[src/rtl/gtr_ram.sv]
`timescale 1ns / 1ps
// ----------------------------------------------------------------------------
// gtr_ram
// Generic single-write, single-read RAM with registered read data.
// ----------------------------------------------------------------------------
module gtr_ram #(
  parameter int WIDTH = 8,
  parameter int DEPTH = 16,
  localparam int AW = (DEPTH > 1) ? $clog2(DEPTH) : 1
) (
  input  logic             clk,
  input  logic             we,
  input  logic [AW-1:0]    waddr,
  input  logic [WIDTH-1:0] wdata,
  input  logic             re,
  input  logic [AW-1:0]    raddr,
  output logic [WIDTH-1:0] rdata
);

  logic [WIDTH-1:0] mem [DEPTH];
  logic [WIDTH-1:0] rdata_r;

  always_ff @(posedge clk) begin
    if (we) begin
      mem[waddr] <= wdata;
    end
    if (re) begin
      rdata_r <= mem[raddr];
    end
  end

  assign rdata = rdata_r;

endmodule

[config.mk]
export PLATFORM = sky130hd
export DESIGN_NAME = gtr_ram
export DESIGN_NICKNAME = d
export VERILOG_FILES = /design/src/rtl/gtr_ram.sv
export SDC_FILE = /design/constraint.sdc
export NUM_CORES = 1
export LEC_CHECK = 0
export BUFFER_PORTS_ARGS = -buffer_cell sky130_fd_sc_hd__buf_4
export CAP_MARGIN = 10
export CORE_MARGIN = 5
export CORE_UTILIZATION = 60
export DETAILED_ROUTE_END_ITERATION = 8
export PLACE_DENSITY = 0.78
export SETUP_SLACK_MARGIN = 0.15
export SYNTH_ARGS = -nofsm -noshare
export SYNTH_HDL_FRONTEND = slang
export SYNTH_SLANG_ARGS = --single-unit
[constraint.sdc]
create_clock -name clk -period 4.5 [get_ports clk]
set_input_delay 0.45 -clock clk [delete_from_list [all_inputs] [get_ports clk]]
set_output_delay 0.45 -clock clk [all_outputs]
set_load 0.005 [all_outputs]
After elaboration in Yosys (flattened, before gate mapping):

Memories as Yosys holds them, arrays and structs flattened. A register that Yosys moved wholly into a read port is not among the register bits.
Index checks and enable logic that the tools add are counted.

* RAM bits: 128
* memories kept: 1
* bits in latches: 0
* output and inout bits: 8
* bits in registers: 0
* logic and storage cells: 3
* bits in read-only memories: 0
* input bits: 19

Memory list
* mem: words 16, bits a word 8, rd ports 1, clocked after memory_dff 1, wr ports 1, RTL line 20 `logic [WIDTH-1:0] mem [DEPTH];`

* eq/ne operators: 0
* magnitude comparators: 0
* divide/modulo/power cells: 0
* bitwise gates (word level): 0
* reduce and logical (&&, ||, !) cells: 0
* muxes and demuxes: 2
* add/subtract/negate cells: 0
* shifts and indexed selects: 0
* multipliers: 0

Operators by type and width (count)
* 1-bit 2-to-1 mux: 2

Logic depth before layout (Yosys ltp):

Gate-level depths: netlist of the first run.

* word-level depth: 2
* mapped depth: 5
* gate-level depth less buffers: 3

Worst setup path after synthesis of the first run:

Ideal clock, no wire load.

* path kind: input -> register
* from: in waddr[2]
* to: mem mem[0][0], enable pin
* setup time: 0.383 ns
* cell stages on the path: 2
* arrival time: 1.560 ns
* path slack: 2.557 ns
* required time: 4.117 ns
* buffers on the path: 0
* cells stage by stage: or3b_2 -> nor3_1

RTL lines
* start, declared: RTL line 13 `input logic [AW-1:0] waddr,`
* end, declared: RTL line 20

Straight into the memory's write port.

Worst setup path after layout of the first run:

* from: in waddr[2]
* to: mem mem[0][7], enable pin

Straight into the memory's write port.

==> impl_metrics.yaml, run 1 <==
route:
  routedWlPerCell_um: 25.12
  drc: 0
  ant_nets: 0
  avgViaCountPerCell: 6.279
  via_count: 2430
  firstDrtPassIters: 4
  wl_um: 9720
  drt-initial-drc-count: 254
timing:
  finalCriticalPeriod_ns: 1.857
  min_period_over_period_pct: 41.27
  hold_ws_ns: 0.2256
  final.setup_skew_ns: 0.006919
  finalHoldViolCount: 0
  setup_viol: 0
  tightest_slew_ns: 1.169
  finalSetupTns_ns: 0
  relSlewSlack_pct: 21.46
  rsz0062_at_grt: "false"
  clock.fmax_ghz: 0.5384
  setup_slack_ns: 2.643
  slew_viol_final: 0
global_routing:
  grt_overflow_total: 0
  track_usage_pct: 20.51
  grt_antenna_before_repair: 0
  grt_max_degree: 33
  first_global_vias: 2483
  grt_pass1_wl_um: 14600
logic_synthesis:
  synth-seq-cells: 136
  synth-seq-area-share_pct: 78.12
  synth.cell_area_um2: 5228
  syn_inst: 229
  synth_cell_types: 18
  synth_area_per_cell_um2: 22.83
  yosysWarnings: 0
  syn-num-nets: 248
cts:
  cts_tree: "done"
  cts-buffers-inserted: 17
  postCtsHoldBufs: 0
  clock_sinks: 136
  root_buffer: "clkbuf_8"
  cts_max_level: 4
  post-cts-setup-buffer-count: 0
  path_clk_slew_ns: 0.06
  cts_buffer_depth: 2
  cts_resized: 0
  clkLatencyLatePin_ns: 0.52
die:
  rows: 34
  initial_utilization_pct: 60.83
  die_area_um2: 10680
  die_h_um: 103.3
  fp.coreArea_um2: 8593
  die_width_um: 103.3
  pin_count: 27
place:
  pre_cts_ws_ns: 2.165
  io_buffer_count: 26
  dp_hpwl_um: 5678
  place_area_um2: 5494
  globalplace.congestion: 0.7649
layout:
  fin_util_pct: 70.88
  num-nets-final: 286
  fin_area_um2: 6091
  layout_common_cells: "edfxtp_1 (136), buf_4 (29), mux4_2 (18)"
  final_common_cell: "edfxtp_1"
  num-fill-cells: 530
  drive_above_1_share_pct: 27.60
  areaGrowthSynthToFinish_pct: 16.52
  diodes: 0
setup_path:
  critPathMaxStageDelay_ns: 0.91
  critical-path-top-delay-family: "simple AND/OR/NAND/NOR gates"
  slowest_stage: "nor3_1"
  cp-start-kind: "input pin"
  path_cells: "buf_4 > or3b_2 > nor3_1"
  worstPathMaxFanout: 8
  critical_path_class: "input pin to register"
  required_ns: 4.63
  worstPathArrival_ns: 1.99
  end_kind: "register"
  worst-path-buf-inv: 1
run_status:
  status: "finished, final reports clean"
flow_run:
  drv_cap: 0
power_and_ir_drop:
  power_density_nw_per_um2: 484.3
  leakagePower_nw: 2.032
  irDropWorstVdd_v: 0.0003683
min_path:
  hold_path_class: "input pin to register"
==> worst register-to-register path: stages, from the launching register on <==
cell and delay, ns:
edfxtp_1 0.42, mux4_2 0.51, a22oi_1 0.31, nand2_1 0.09
==> area by class of cell <==
class	count	area (um^2)	share of cell area (%)
Sequential cell	136	4084	67.05
Timing Repair Buffer	29	217.7	3.574
Tap cell	108	135.1	2.219
Clock buffer	18	417.9	6.861
Clock inverter	13	178.9	2.938
Multi-Input combinational cell	83	1057	17.36
==> cell usage after synthesis, drive strengths merged <==
cell           instances  area [um^2]
buf                    7        56.30
and2                   1        6.260
nor3                   4        20.02
or3b                   1        8.760
nand2b                 2        12.51
mux4                  32        773.2
nand3b                 2        15.01
nand2                  9        33.78
a22oi                 16        120.1
nor2b                  1        6.260
and2b                  1        7.510
clkdlybuf4s25          3        30.03
edfxtp               136         4084
nor2                  13        48.80
nand3                  1        5.000
==> metrics by stage <==
stage / cells / power (mW)
2_1_floorplan: 229 / 1.532
3_3_place_gp: 356 / 1.585
3_5_place_dp: 356 / 1.590
4_1_cts: 387 / 2.963
5_1_grt: 387 / 3.034
6_report: 387 / 2.950
==> per-layer routing <==
metal / share of wire, % / vias up / routed length (um) / track usage, %
met5: 0 / - / 0 / 0
li1: - / 1057 / - / -
met1: 40 / 1253 / 3873 / 26.66
met2: 51 / 107 / 4941 / 32.99
met4: 1.9 / 0 / 180 / 7.968
met3: 7.4 / 13 / 724 / 6.170
==> path summary, 6_finish.rpt <==
check                   from   endpoint  slack [ns]  cells past startpoint
setup / recovery    waddr[2]  mem[0][7]        2.64                      3
hold / removal            re   rdata[7]        0.23                      1
setup reg to reg   mem[2][7]   rdata[7]        2.93                      3
hold reg to reg   mem[14][6]   rdata[6]        0.74                      3
==> sequential cells by signal, indices dropped and copies added (netlist names) <==
signal,count
mem,128
rdata,8
==> kinds of logic after synthesis <==
kind of cell,after synthesis,share of synthesized area [%]
and+or+nand+nor,35,3.136
AOI/OAI and AO/OA,16,2.298
buffers and inverters,10,1.651
DFF,136,78.12
muxes,32,14.79
==> report_power, final <==
part | switching [mW] | leakage (nW) | internal, mW | total [mW]
registers | 0.00747 | 1.24 | 1.43 | 1.44
logic | 0.0720 | 0.511 | 0.0570 | 0.129
clock network | 0.493 | 0.284 | 0.893 | 1.39
(Power assumes the default switching activity.)
==> run 2: changes to the inputs <==
==> constraint.sdc (replaced) <==
create_clock -name clk -period 1.9 [get_ports clk]
set_input_delay 0.19 -clock clk [delete_from_list [all_inputs] [get_ports clk]]
set_output_delay 0.19 -clock clk [all_outputs]
set_load 0.005 [all_outputs]
==> impl_metrics.yaml, run 2 (synthesized netlist as in run 1, its figures left out) <==
run_status:
  status: "finished, final reports clean"
layout:
  diodes: 0
  multi_input_area_um2: 1057
  fin_util_pct: 73.66
  final_common_cell: "edfxtp_1"
  areaGrowthSynthToFinish_pct: 21.09
  drive_above_1_share_pct: 31.60
  largest_reg_flops: 128
  top_register: "mem"
  layout_common_cells: "edfxtp_1 (136), buf_4 (47), mux4_2 (18)"
  seq_area_um2: 4084
  fin_area_um2: 6330
  num-nets-final: 313
  num-fill-cells: 473
global_routing:
  track_usage_pct: 23.28
  first_global_vias: 2818
  grt_antenna_before_repair: 0
  grt_pass1_wl_um: 16730
  grt_max_degree: 25
  grt_overflow_total: 0
power_and_ir_drop:
  leakagePower_nw: 2.180
  irDropWorstVdd_v: 0.0007537
  power_density_nw_per_um2: 1118
min_path:
  min_to: "mem[15][6]"
  worstHoldStart: "wdata[6]"
  hold_path_class: "input pin to register"
  hold_depth: 1
setup_path:
  critical_path_class: "register to register"
  r2r_cells: 3
  r2r-start: "mem[5][0]"
  end_kind: "register"
  required_ns: 2.17
  worstReg2RegEnd: "rdata[0]"
  worstPathArrival_ns: 1.84
  worstPathMaxFanout: 1
  rrSetupSlack_ns: 0.34
  cp-start-kind: "register"
timing:
  clock.fmax_ghz: 0.6404
  min_period_over_period_pct: 82.19
  finalCriticalPeriod_ns: 1.562
  slew_viol_final: 0
  rsz0062_at_grt: "false"
  final.setup_skew_ns: 0.007519
  finalHoldViolCount: 0
  tightest_slew_ns: 0.3712
  relSlewSlack_pct: 75.26
  setup_viol: 0
  finalSetupTns_ns: 0
cts:
  cts-buffers-inserted: 17
  cts_resized: 0
  path_clk_slew_ns: 0.06
  post-cts-setup-buffer-count: 0
  cts_max_level: 4
  cts_buffer_depth: 2
  cts_tree: "done"
  clkLatencyLatePin_ns: 0.52
  clock_sinks: 136
  root_buffer: "clkbuf_8"
place:
  dp_hpwl_um: 6399
  globalplace.congestion: 0.7858
  io_buffer_count: 26
  place_area_um2: 5649
route:
  firstDrtPassIters: 5
  wl_um: 10870
  drt-initial-drc-count: 261
  ant_nets: 0
  via_count: 2622
  avgViaCountPerCell: 6.318
  drc: 0
  routedWlPerCell_um: 26.19
die:
  fp.coreArea_um2: 8593
  die_width_um: 103.3
  die_h_um: 103.3
  die_area_um2: 10680
  initial_utilization_pct: 60.83
  pin_count: 27
  rows: 34
flow_run:
  drv_cap: 0
[run 2: changes by cell type in the layout (fill, tap and decap cells not counted)]
cell and delta:
buf_12 +1, buf_4 +18, clkbuf_1 +1, clkinv_1 -1
clkinv_2 +2, clkinv_4 +2, clkinvlp_4 -2, dlygate4sd3_1 +8
inv_6 -1
[run 2: repair_timing]
item                                    in CTS  in global routing
hold buffers                                 8                  0
hold endpoints to repair                   119                  0
endpoints found under the setup margin       0                  0
[run 2: stage by stage]
step / instances / hold WS, ns / setup slack, ns / total power, mW
6_report: 415 / 0.01336 / 0.3384 / 7.076
4_1_cts: 415 / 0.002974 / 0.3401 / 7.118
3_5_place_dp: 375 / 0.4861 / 0.05940 / 3.790
2_1_floorplan: 229 / 0.2889 / 0.2171 / 3.627
5_1_grt: 415 / 0.01297 / 0.2929 / 7.284
3_3_place_gp: 375 / 0.4807 / 0.07812 / 3.778
[run 2: worst max-delay path: stages, from the launching register on]
cell,delay [ns]
edfxtp_1,0.36
mux4_1,0.57
a22oi_1,0.30
nand2_1,0.08
[run 2: metal layers]
layer  part of all wire (%)  global-route usage (%)  up-vias
li1                       -                       -     1115
met1                     40                   32.00     1347
met2                     50                   35.74      139
met3                    7.4                   5.969       21
met4                    2.7                   10.46        0
met5                      0                       0        -
[run 2: layout make-up]
type / count / share of cell area [%]
Clock buffer: 19 / 6.661
Timing Repair Buffer: 56 / 7.156
Sequential cell: 136 / 64.52
Multi-Input combinational cell: 83 / 16.70
Clock inverter: 13 / 2.827
Tap cell: 108 / 2.135
[run 2: where the power goes]
part	internal, mW	leakage (nW)	switching, mW
combinational	0.163	0.649	0.184
clock	2.12	0.295	1.21
sequential	3.38	1.24	0.0202
[run 2: worst max-delay path by stage]
stage / cells after the start / startpoint / slack, ns / end
after floorplan: 2 / waddr[2] / 0.22 / mem[0][0]
after global routing: 3 / mem[5][0] / 0.29 / rdata[0]
after detailed placement: 5 / raddr[0] / 0.06 / rdata[0]
after global placement: 5 / raddr[0] / 0.08 / rdata[0]
final: 3 / mem[5][0] / 0.34 / rdata[0]
after CTS: 3 / mem[5][0] / 0.34 / rdata[0]
