==> config.mk <==
export PLATFORM = sky130hd
export DESIGN_NAME = gtr_row_unit
export DESIGN_NICKNAME = d
export VERILOG_FILES = /design/src/rtl/gtr_pkg.sv /design/src/rtl/gtr_row_unit.sv
export SDC_FILE = /design/constraint.sdc
export NUM_CORES = 1
export LEC_CHECK = 0
export BUFFER_PORTS_ARGS = -buffer_cell sky130_fd_sc_hd__buf_4
export CAP_MARGIN = 0
export CORE_UTILIZATION = 45
export DETAILED_ROUTE_END_ITERATION = 10
export PLACE_DENSITY = 0.75
export SYNTH_ARGS = -nofsm -noshare
export SYNTH_HDL_FRONTEND = slang
export SYNTH_SLANG_ARGS = --single-unit
==> constraint.sdc <==
create_clock -name clk -period 15.55 [get_ports clk]
set_clock_uncertainty 0.1 [all_clocks]
set_input_delay 2.3325 -clock clk [delete_from_list [all_inputs] [get_ports clk]]
set_output_delay 2.3325 -clock clk [all_outputs]
set_load 0.03 [all_outputs]
==> src/rtl/gtr_pkg.sv <==
`timescale 1ns / 1ps
// ----------------------------------------------------------------------------
// gtr_pkg
// Shared types, codes and defaults of the glyph text rasterizer.
// ----------------------------------------------------------------------------
package gtr_pkg;

  // Default sizes of the glyph table, bitmap store and glyph box
  localparam int GLYPH_SLOTS_DEF   = 256;
  localparam int BITMAP_BYTES_DEF  = 4096;
  localparam int MAX_GLYPH_DIM_DEF = 32;

  localparam logic [7:0] NEWLINE_CODE = 8'h0A;

  // Configuration register reset values
  localparam logic [7:0]  FIRST_CODE_RST   = 8'd32;
  localparam logic [7:0]  LAST_CODE_RST    = 8'd126;
  localparam logic [7:0]  LINE_ADVANCE_RST = 8'd8;
  localparam logic [3:0]  SCALE_Y_RST      = 4'd1;
  localparam logic [31:0] INK_COLOR_RST    = 32'hFFFF_FFFF;

  typedef enum logic [1:0] {
    CMD_LOAD_GLYPH = 2'd0,
    CMD_LOAD_BYTE  = 2'd1,
    CMD_SET_PEN    = 2'd2,
    CMD_DRAW       = 2'd3
  } cmd_t;

  typedef enum logic [2:0] {
    CFG_FIRST_CODE   = 3'd0,
    CFG_LAST_CODE    = 3'd1,
    CFG_LINE_ADVANCE = 3'd2,
    CFG_SCALE_X      = 3'd3,
    CFG_SCALE_Y      = 3'd4,
    CFG_INK_COLOR    = 3'd5
  } cfg_idx_t;

  typedef enum logic [2:0] {
    S_IDLE,
    S_SLOT,
    S_REC,
    S_OFF,
    S_ROW,
    S_FILL,
    S_SOLO
  } state_t;

  typedef struct packed {
    logic [11:0] offset;
    logic [5:0]  width;
    logic [5:0]  height;
    logic [7:0]  advance;
    logic [7:0]  dx;
    logic [7:0]  dy;
  } glyph_rec_t;

  localparam int GLYPH_REC_W = $bits(glyph_rec_t);

  // Sequencer to row unit
  typedef struct packed {
    logic start_row;
    logic clear_stream;
    logic load_byte;
    logic step;
  } row_ctl_t;

  // Row unit to sequencer
  typedef struct packed {
    logic need_byte;
    logic row_done;
  } row_stat_t;

endpackage

==> src/rtl/gtr_row_unit.sv <==
`timescale 1ns / 1ps
// ----------------------------------------------------------------------------
// gtr_row_unit
// Shift unit: moves up to one byte of the MSB-first glyph bit
// stream into the row mask per step. Leftover bits carry into the next row.
// ----------------------------------------------------------------------------
module gtr_row_unit
  import gtr_pkg::*;
(
  input  logic        clk,
  input  logic        rst_n,
  input  row_ctl_t    ctl,
  input  logic [5:0]  width,
  input  logic [7:0]  rd_byte,
  output row_stat_t   stat,
  output logic [31:0] mask
);

  logic [7:0]  bits_r, bits_nxt;
  logic [3:0]  avail_r, avail_nxt;
  logic [5:0]  col_r, col_nxt;
  logic [31:0] mask_r, mask_nxt;

  logic [7:0]  src_byte;
  logic [3:0]  src_avail;
  logic [5:0]  remain;
  logic [3:0]  take;
  logic [7:0]  rev;
  logic [7:0]  field;
  logic [31:0] placed;

  always_comb begin
    src_byte  = ctl.load_byte ? rd_byte : bits_r;
    src_avail = ctl.load_byte ? 4'd8 : avail_r;
    remain    = width - col_r;
    take      = ({2'b00, src_avail} < remain) ? src_avail : remain[3:0];
    // first stream bit lands in the lowest column
    for (int i = 0; i < 8; i++) begin
      rev[i] = src_byte[7-i];
    end
    field  = rev & 8'((9'h001 << take) - 9'h001);
    placed = {24'h000000, field} << col_r[4:0];
  end

  always_comb begin
    bits_nxt  = bits_r;
    avail_nxt = avail_r;
    col_nxt   = col_r;
    mask_nxt  = mask_r;
    if (ctl.start_row) begin
      col_nxt  = 6'd0;
      mask_nxt = 32'h0;
    end
    if (ctl.clear_stream) begin
      avail_nxt = 4'd0;
    end
    if (ctl.step) begin
      mask_nxt  = mask_r | placed;
      col_nxt   = col_r + {2'b00, take};
      bits_nxt  = src_byte << take;
      avail_nxt = src_avail - take;
    end
  end

  always_ff @(posedge clk) begin
    if (!rst_n) begin
      avail_r <= 4'd0;
      col_r   <= 6'd0;
    end else begin
      avail_r <= avail_nxt;
      col_r   <= col_nxt;
    end
  end

  always_ff @(posedge clk) begin
    bits_r <= bits_nxt;
    mask_r <= mask_nxt;
  end

  assign stat.row_done  = (col_r == width);
  assign stat.need_byte = (avail_r == 4'd0) && (col_r != width);
  assign mask           = mask_r;

endmodule
# Yosys cells after proc, flatten, opt, wreduce, memory -nomap -nowiden
# Cells that the tools add are included.
[word_totals]
register_bits = 50
inputBits = 20
elab_cells = 29
[classes]
n_addsub = 4
order_cmp = 1
eq_ne = 2
shift = 3
muxes = 9
bitwise = 2
n_reduce_logical = 4
[ops]
columns = ["cell", "n"]
rows = [
  ["$mux 32", 2],
  ["$or 32x32->32", 1],
  ["$shl 8x5->32", 1],
  ["$mux 4", 4],
  ["$mux 6", 2],
  ["$and 8x8->8", 1],
  ["$mux 8", 1],
  ["$shl 1x4->8 const A", 1],
  ["$shl 8x4->8", 1],
  ["$sub 8x1->8 const B", 1],
  ["$add 6x4->6", 1],
  ["$eq 6x6->1", 1],
  ["$lt 4x6->1", 1],
  ["$ne 6x6->1", 1],
  ["$sub 6x6->6", 1],
  ["$logic_not 4->1", 1],
  ["$reduce_bool 2->1", 2],
  ["$sub 4x4->4", 1],
  ["$logic_and 1x1->1", 1],
]

# Logic depth before layout (Yosys ltp)
[depth]
word_depth = 9
mapped_depth = 27

# Worst setup path before layout
# No wires, ideal clock.
[synth_timing]
path_kind = "input to register"
startpoint = "input port width[2]"
endpoint = "register mask_r[11] (netlist: mask[11]), data pin"
setup_ns = 0.261
t_arrival_ns = 7.083
t_required_ns = 15.189
slack_ns = 8.106
path_stages = 23
path_buffers = 3
path_cell_list = "ha_1 buf_6 a21oi_1 nand2_1 xor2_1 inv_1 ha_1 or2_2 o22ai_1 a31o_2 buf_6 mux2i_1 buf_4 o21ai_1 ha_1 nor3b_1 a221oi_1 a31oi_1 mux2i_1 o21ai_0 o22ai_1 nor2_1 o311a_1"
[synth_between]
elab_chain_len = 9
[synth_lines]
columns = ["element", "line_no", "text"]
rows = [
  ["from (decl)", "gtr_row_unit.sv:13", "input logic [5:0] width,"],
  ["$sub 6x6->6 (*)", "gtr_row_unit.sv:35", "remain = width - col_r;"],
  ["$lt 4x6->1", "gtr_row_unit.sv:36", "take = ({2'b00, src_avail} < remain) ? src_avail : remain[3:0];"],
  ["$mux 4 (*)", "gtr_row_unit.sv:36", ""],
  ["$shl 1x4->8 (*)", "gtr_row_unit.sv:41", "field = rev & 8'((9'h001 << take) - 9'h001);"],
  ["$sub 8x1->8 (*)", "gtr_row_unit.sv:41", ""],
  ["$and 8x8->8 (*)", "gtr_row_unit.sv:41", ""],
  ["$shl 8x5->32 (*)", "gtr_row_unit.sv:42", "placed = {24'h000000, field} << col_r[4:0];"],
  ["$or 32x32->32 (*)", "gtr_row_unit.sv:58", "mask_nxt = mask_r | placed;"],
  ["$mux 32 (*)", "gtr_row_unit.sv:57", "if (ctl.step) begin"],
  ["to (signal assigned)", "gtr_row_unit.sv:77", "mask_r <= mask_nxt;"],
  ["to (decl)", "gtr_row_unit.sv:22", "logic [31:0] mask_r, mask_nxt;"],
]
# Mark *: on every way between the ends. The rest lies on a longest branch, timed or not.
# A chain may end at the register's enable or synchronous reset.

# Worst setup path in the final report
[layout_timing]
startpoint = "input port width[0]"
endpoint = "register mask_r[11] (netlist: mask[11]), data pin"
# The elaborated chain is that of the path after synthesis.

==> results.txt <==
setup TNS -> 0 ns
num rows -> 34
vias per inst -> 6.37
Max clock buf depth -> 2
H-tree depth -> 2
num ports -> 54
Non-Filler Instances -> 620
vias in the first global route -> 3670
Startpoint Class -> input pin
DRC Markers -> 0
Resize count post-CTS -> 0
met1 Use GR -> 36.6%
Crit Path Max Fanout -> 14
Arrival @ worst endpoint -> 8.41 ns
Psw -> 0.152 mW
met2 Use GR -> 38.6%
clock share of power -> 23.0%
clock root buffer master -> clkbuf_8
Cell Area, Synth -> 4210 um2
Hold WC Path Type -> register to register
clk slew on worst S/H paths -> 0.10 ns
Total Nets Final -> 549
grt peak-use layer -> met2
ys async rst share -> 0%
# diodes -> 0
Die Span Y -> 98.7 um
Crit path required time -> 15.53 ns
Logic pwr share -> 35.8%
layout cells sized above 1 -> 17.0%
detailed placement HPWL -> 8840 um
Peak VDD IR -> 0.0000525 V
power density over the cells -> 87.6 nW/um2
Period Utilization, post-route -> 54.2%
Tmin final -> 8.44 ns
antenna-violating nets left -> 0
design area -> 4730 um2
Worst Setup End Kind -> register
Final Max Tran Viols -> 0
Max-Cap Viols -> 0
RSZ-0062 raised after global routing -> false
core area -> 8890 um2
Setup WS pre-CTS -> 6.88 ns
Slew Limit Headroom -> 31.7%
total global-route track usage -> 24.9%
switching share of power -> 36.6%
synth top area cells -> edfxtp_1, nor2_1, dfxtp_1
Placer Congestion -> 0.961
Lkg Pwr -> 1.79 nW
average instance area after synthesis -> 8.80 um2
GR Util met3 -> 2.98%
number of synthesized flops with an enable pin -> 40
Layout area overhead -> 12.5%
dpl cell area -> 4620 um2
area of the multi-input gates -> 2600 um2
register area -> 1400 um2
Setup violations, final -> 0
first-pass GRT wire length -> 19100 um
DR vias -> 3951
DIE AREA -> 9740 um2
Yosys cell types -> 77
Die X-Extent -> 98.7 um
Num CTS Buffers -> 5
Synth Register Bits -> 50
internal power -> 0.263 mW
Reg power frac -> 41.2%
Fill cells -> 838
Synth warnings -> 0
wire per inst -> 19.2 um
Net Count, Synth -> 516
post-layout worst setup margin -> 7.11 ns
IO Port Bufs -> 53
Top FF cell, synth -> edfxtp_1
setup repair bufs after CTS -> 0
largest area contributor in the netlist -> edfxtp_1
initial antenna violation count -> 0
outcome -> finished clean
sequential share of the synthesized area -> 33.3%
initial core utilization -> 47.3%
total gr overflow -> 0
Synth top area share -> 28.6%
First-pass DRT Iterations -> 5
Hold WS -> 0.437 ns
Post-Place Cells -> 612
fmax -> 119 MHz
Mapped Cells -> 478
Clk Latency, worst-skew pair -> 0.31 ns
CTS hold repair buffers -> 0
Fin. Hold Viols -> 0
CTS tree -> built
CP Class -> input pin to register
Initial DRC Count -> 327
largest net degree at the start of global routing -> 66
worst slew pin tran -> 0.996 ns
Sinks on Clock Net -> 50
WL final -> 11900 um
## registers in the layout, indices dropped and copies added (netlist names)
signal and flops:
bits_r 8, avail_r 4, mask 32, col_r 6
## worst paths after layout
check	slack, ns	from	cells after the start	endpoint
max	7.11	width[0]	22	mask[11]
min	0.44	col_r[5]	1	col_r[5]
max reg2reg	7.96	col_r[1]	22	mask[11]
min reg2reg	0.44	col_r[5]	1	col_r[5]
## area by class of cell
class / count / share of cell area (%)
Clock inverter: 2 / 0.793
Clock buffer: 6 / 1.53
Timing Repair Buffer: 54 / 8.57
Multi-Input combinational cell: 379 / 55.0
Tap cell: 108 / 2.86
Sequential cell: 50 / 29.6
Inverter: 21 / 1.67
## placed cells by master, fill, tap and decap left out, types with 4 or more instances in the layout
cell	count
or3_1	8
a311oi_1	4
nand2_1	36
a31oi_1	5
buf_4	54
mux2i_1	19
xnor2_1	6
edfxtp_1	40
o22ai_1	5
a32o_1	4
mux2_2	5
o31a_1	5
o21a_1	12
nand3b_1	5
nor2_1	55
nor2b_1	12
o21ai_0	9
ha_1	15
inv_1	16
nor4_1	9
nand3_1	9
a21boi_1	5
dfxtp_1	10
o311a_1	4
o221ai_1	4
nor3_1	26
nand2b_1	9
a21oi_1	23
o21ai_1	11
nor3b_1	5
clkbuf_8	5
## cell families after synthesis
group           share of synthesized area (%)
simple gates                             22.9
compound gates                           25.0
flops                                    33.3
buf+inv                                  4.88
mux                                      6.19
fa+ha+maj                                5.89
xor+xnor                                 1.87
## routing by layer
metal | up-vias | part of all wire [%]
met2 | 171 | 45
li1 | 1885 | -
met5 | - | 0
met1 | 1877 | 48
met3 | 18 | 5.8
met4 | 0 | 1.9
## cell usage after synthesis, drive strengths merged, types with 3 or more instances
library cell  count
nor4              9
a211oi            4
xnor2             6
nand3b            5
and3              3
o22a              3
nor3             26
or3b              3
clkbuf           22
mux2              5
nand4             3
o22ai             7
o31a              5
nor2             55
a21oi            23
nand2b            9
a311oi            4
inv              19
o32ai             3
a21boi            5
o311a             4
edfxtp           40
ha               15
nand3             9
xor2              3
nor3b             5
o221ai            4
fa                3
a22oi             3
or3               8
a32o              4
a31oi             6
a22o              3
nand2            36
o21ai            20
buf               6
o21a             12
mux2i            20
nor2b            12
dfxtp            10
## worst max-delay path, cell delays in order
cell and delay [ns]:
buf_4 0.07, inv_1 0.03, ha_1 0.23, fa_1 0.44
xnor2_1 0.66, inv_2 0.22, ha_1 0.24, or2_2 0.27
o22ai_1 0.50, a31o_2 0.43, mux2i_1 0.22, buf_4 0.22
o21ai_1 0.12, ha_1 0.37, nor3b_1 0.21, a221oi_1 0.37
a31oi_1 0.13, mux2i_1 0.38, o21ai_0 0.13, o22ai_1 0.35
nor2_1 0.11, o311a_1 0.35
## through the flow
stage | util [%] | total power, mW
finish | 53.2 | 0.414
floorplan | - | 0.276
detailed placement | 52.0 | 0.320
global placement | 52.0 | 0.318
CTS | 53.2 | 0.413
global route | 53.2 | 0.432
## power groups by stage
stage | logic (mW) | registers, mW | clock network (mW)
floorplan | 0.0903 | 0.186 | 0
global placement | 0.145 | 0.173 | 0
detailed placement | 0.146 | 0.173 | 0
CTS | 0.147 | 0.171 | 0.0958
global route | 0.160 | 0.172 | 0.0996
finish | 0.148 | 0.171 | 0.0953
Note: power is estimated with default switching activity, not from simulation.
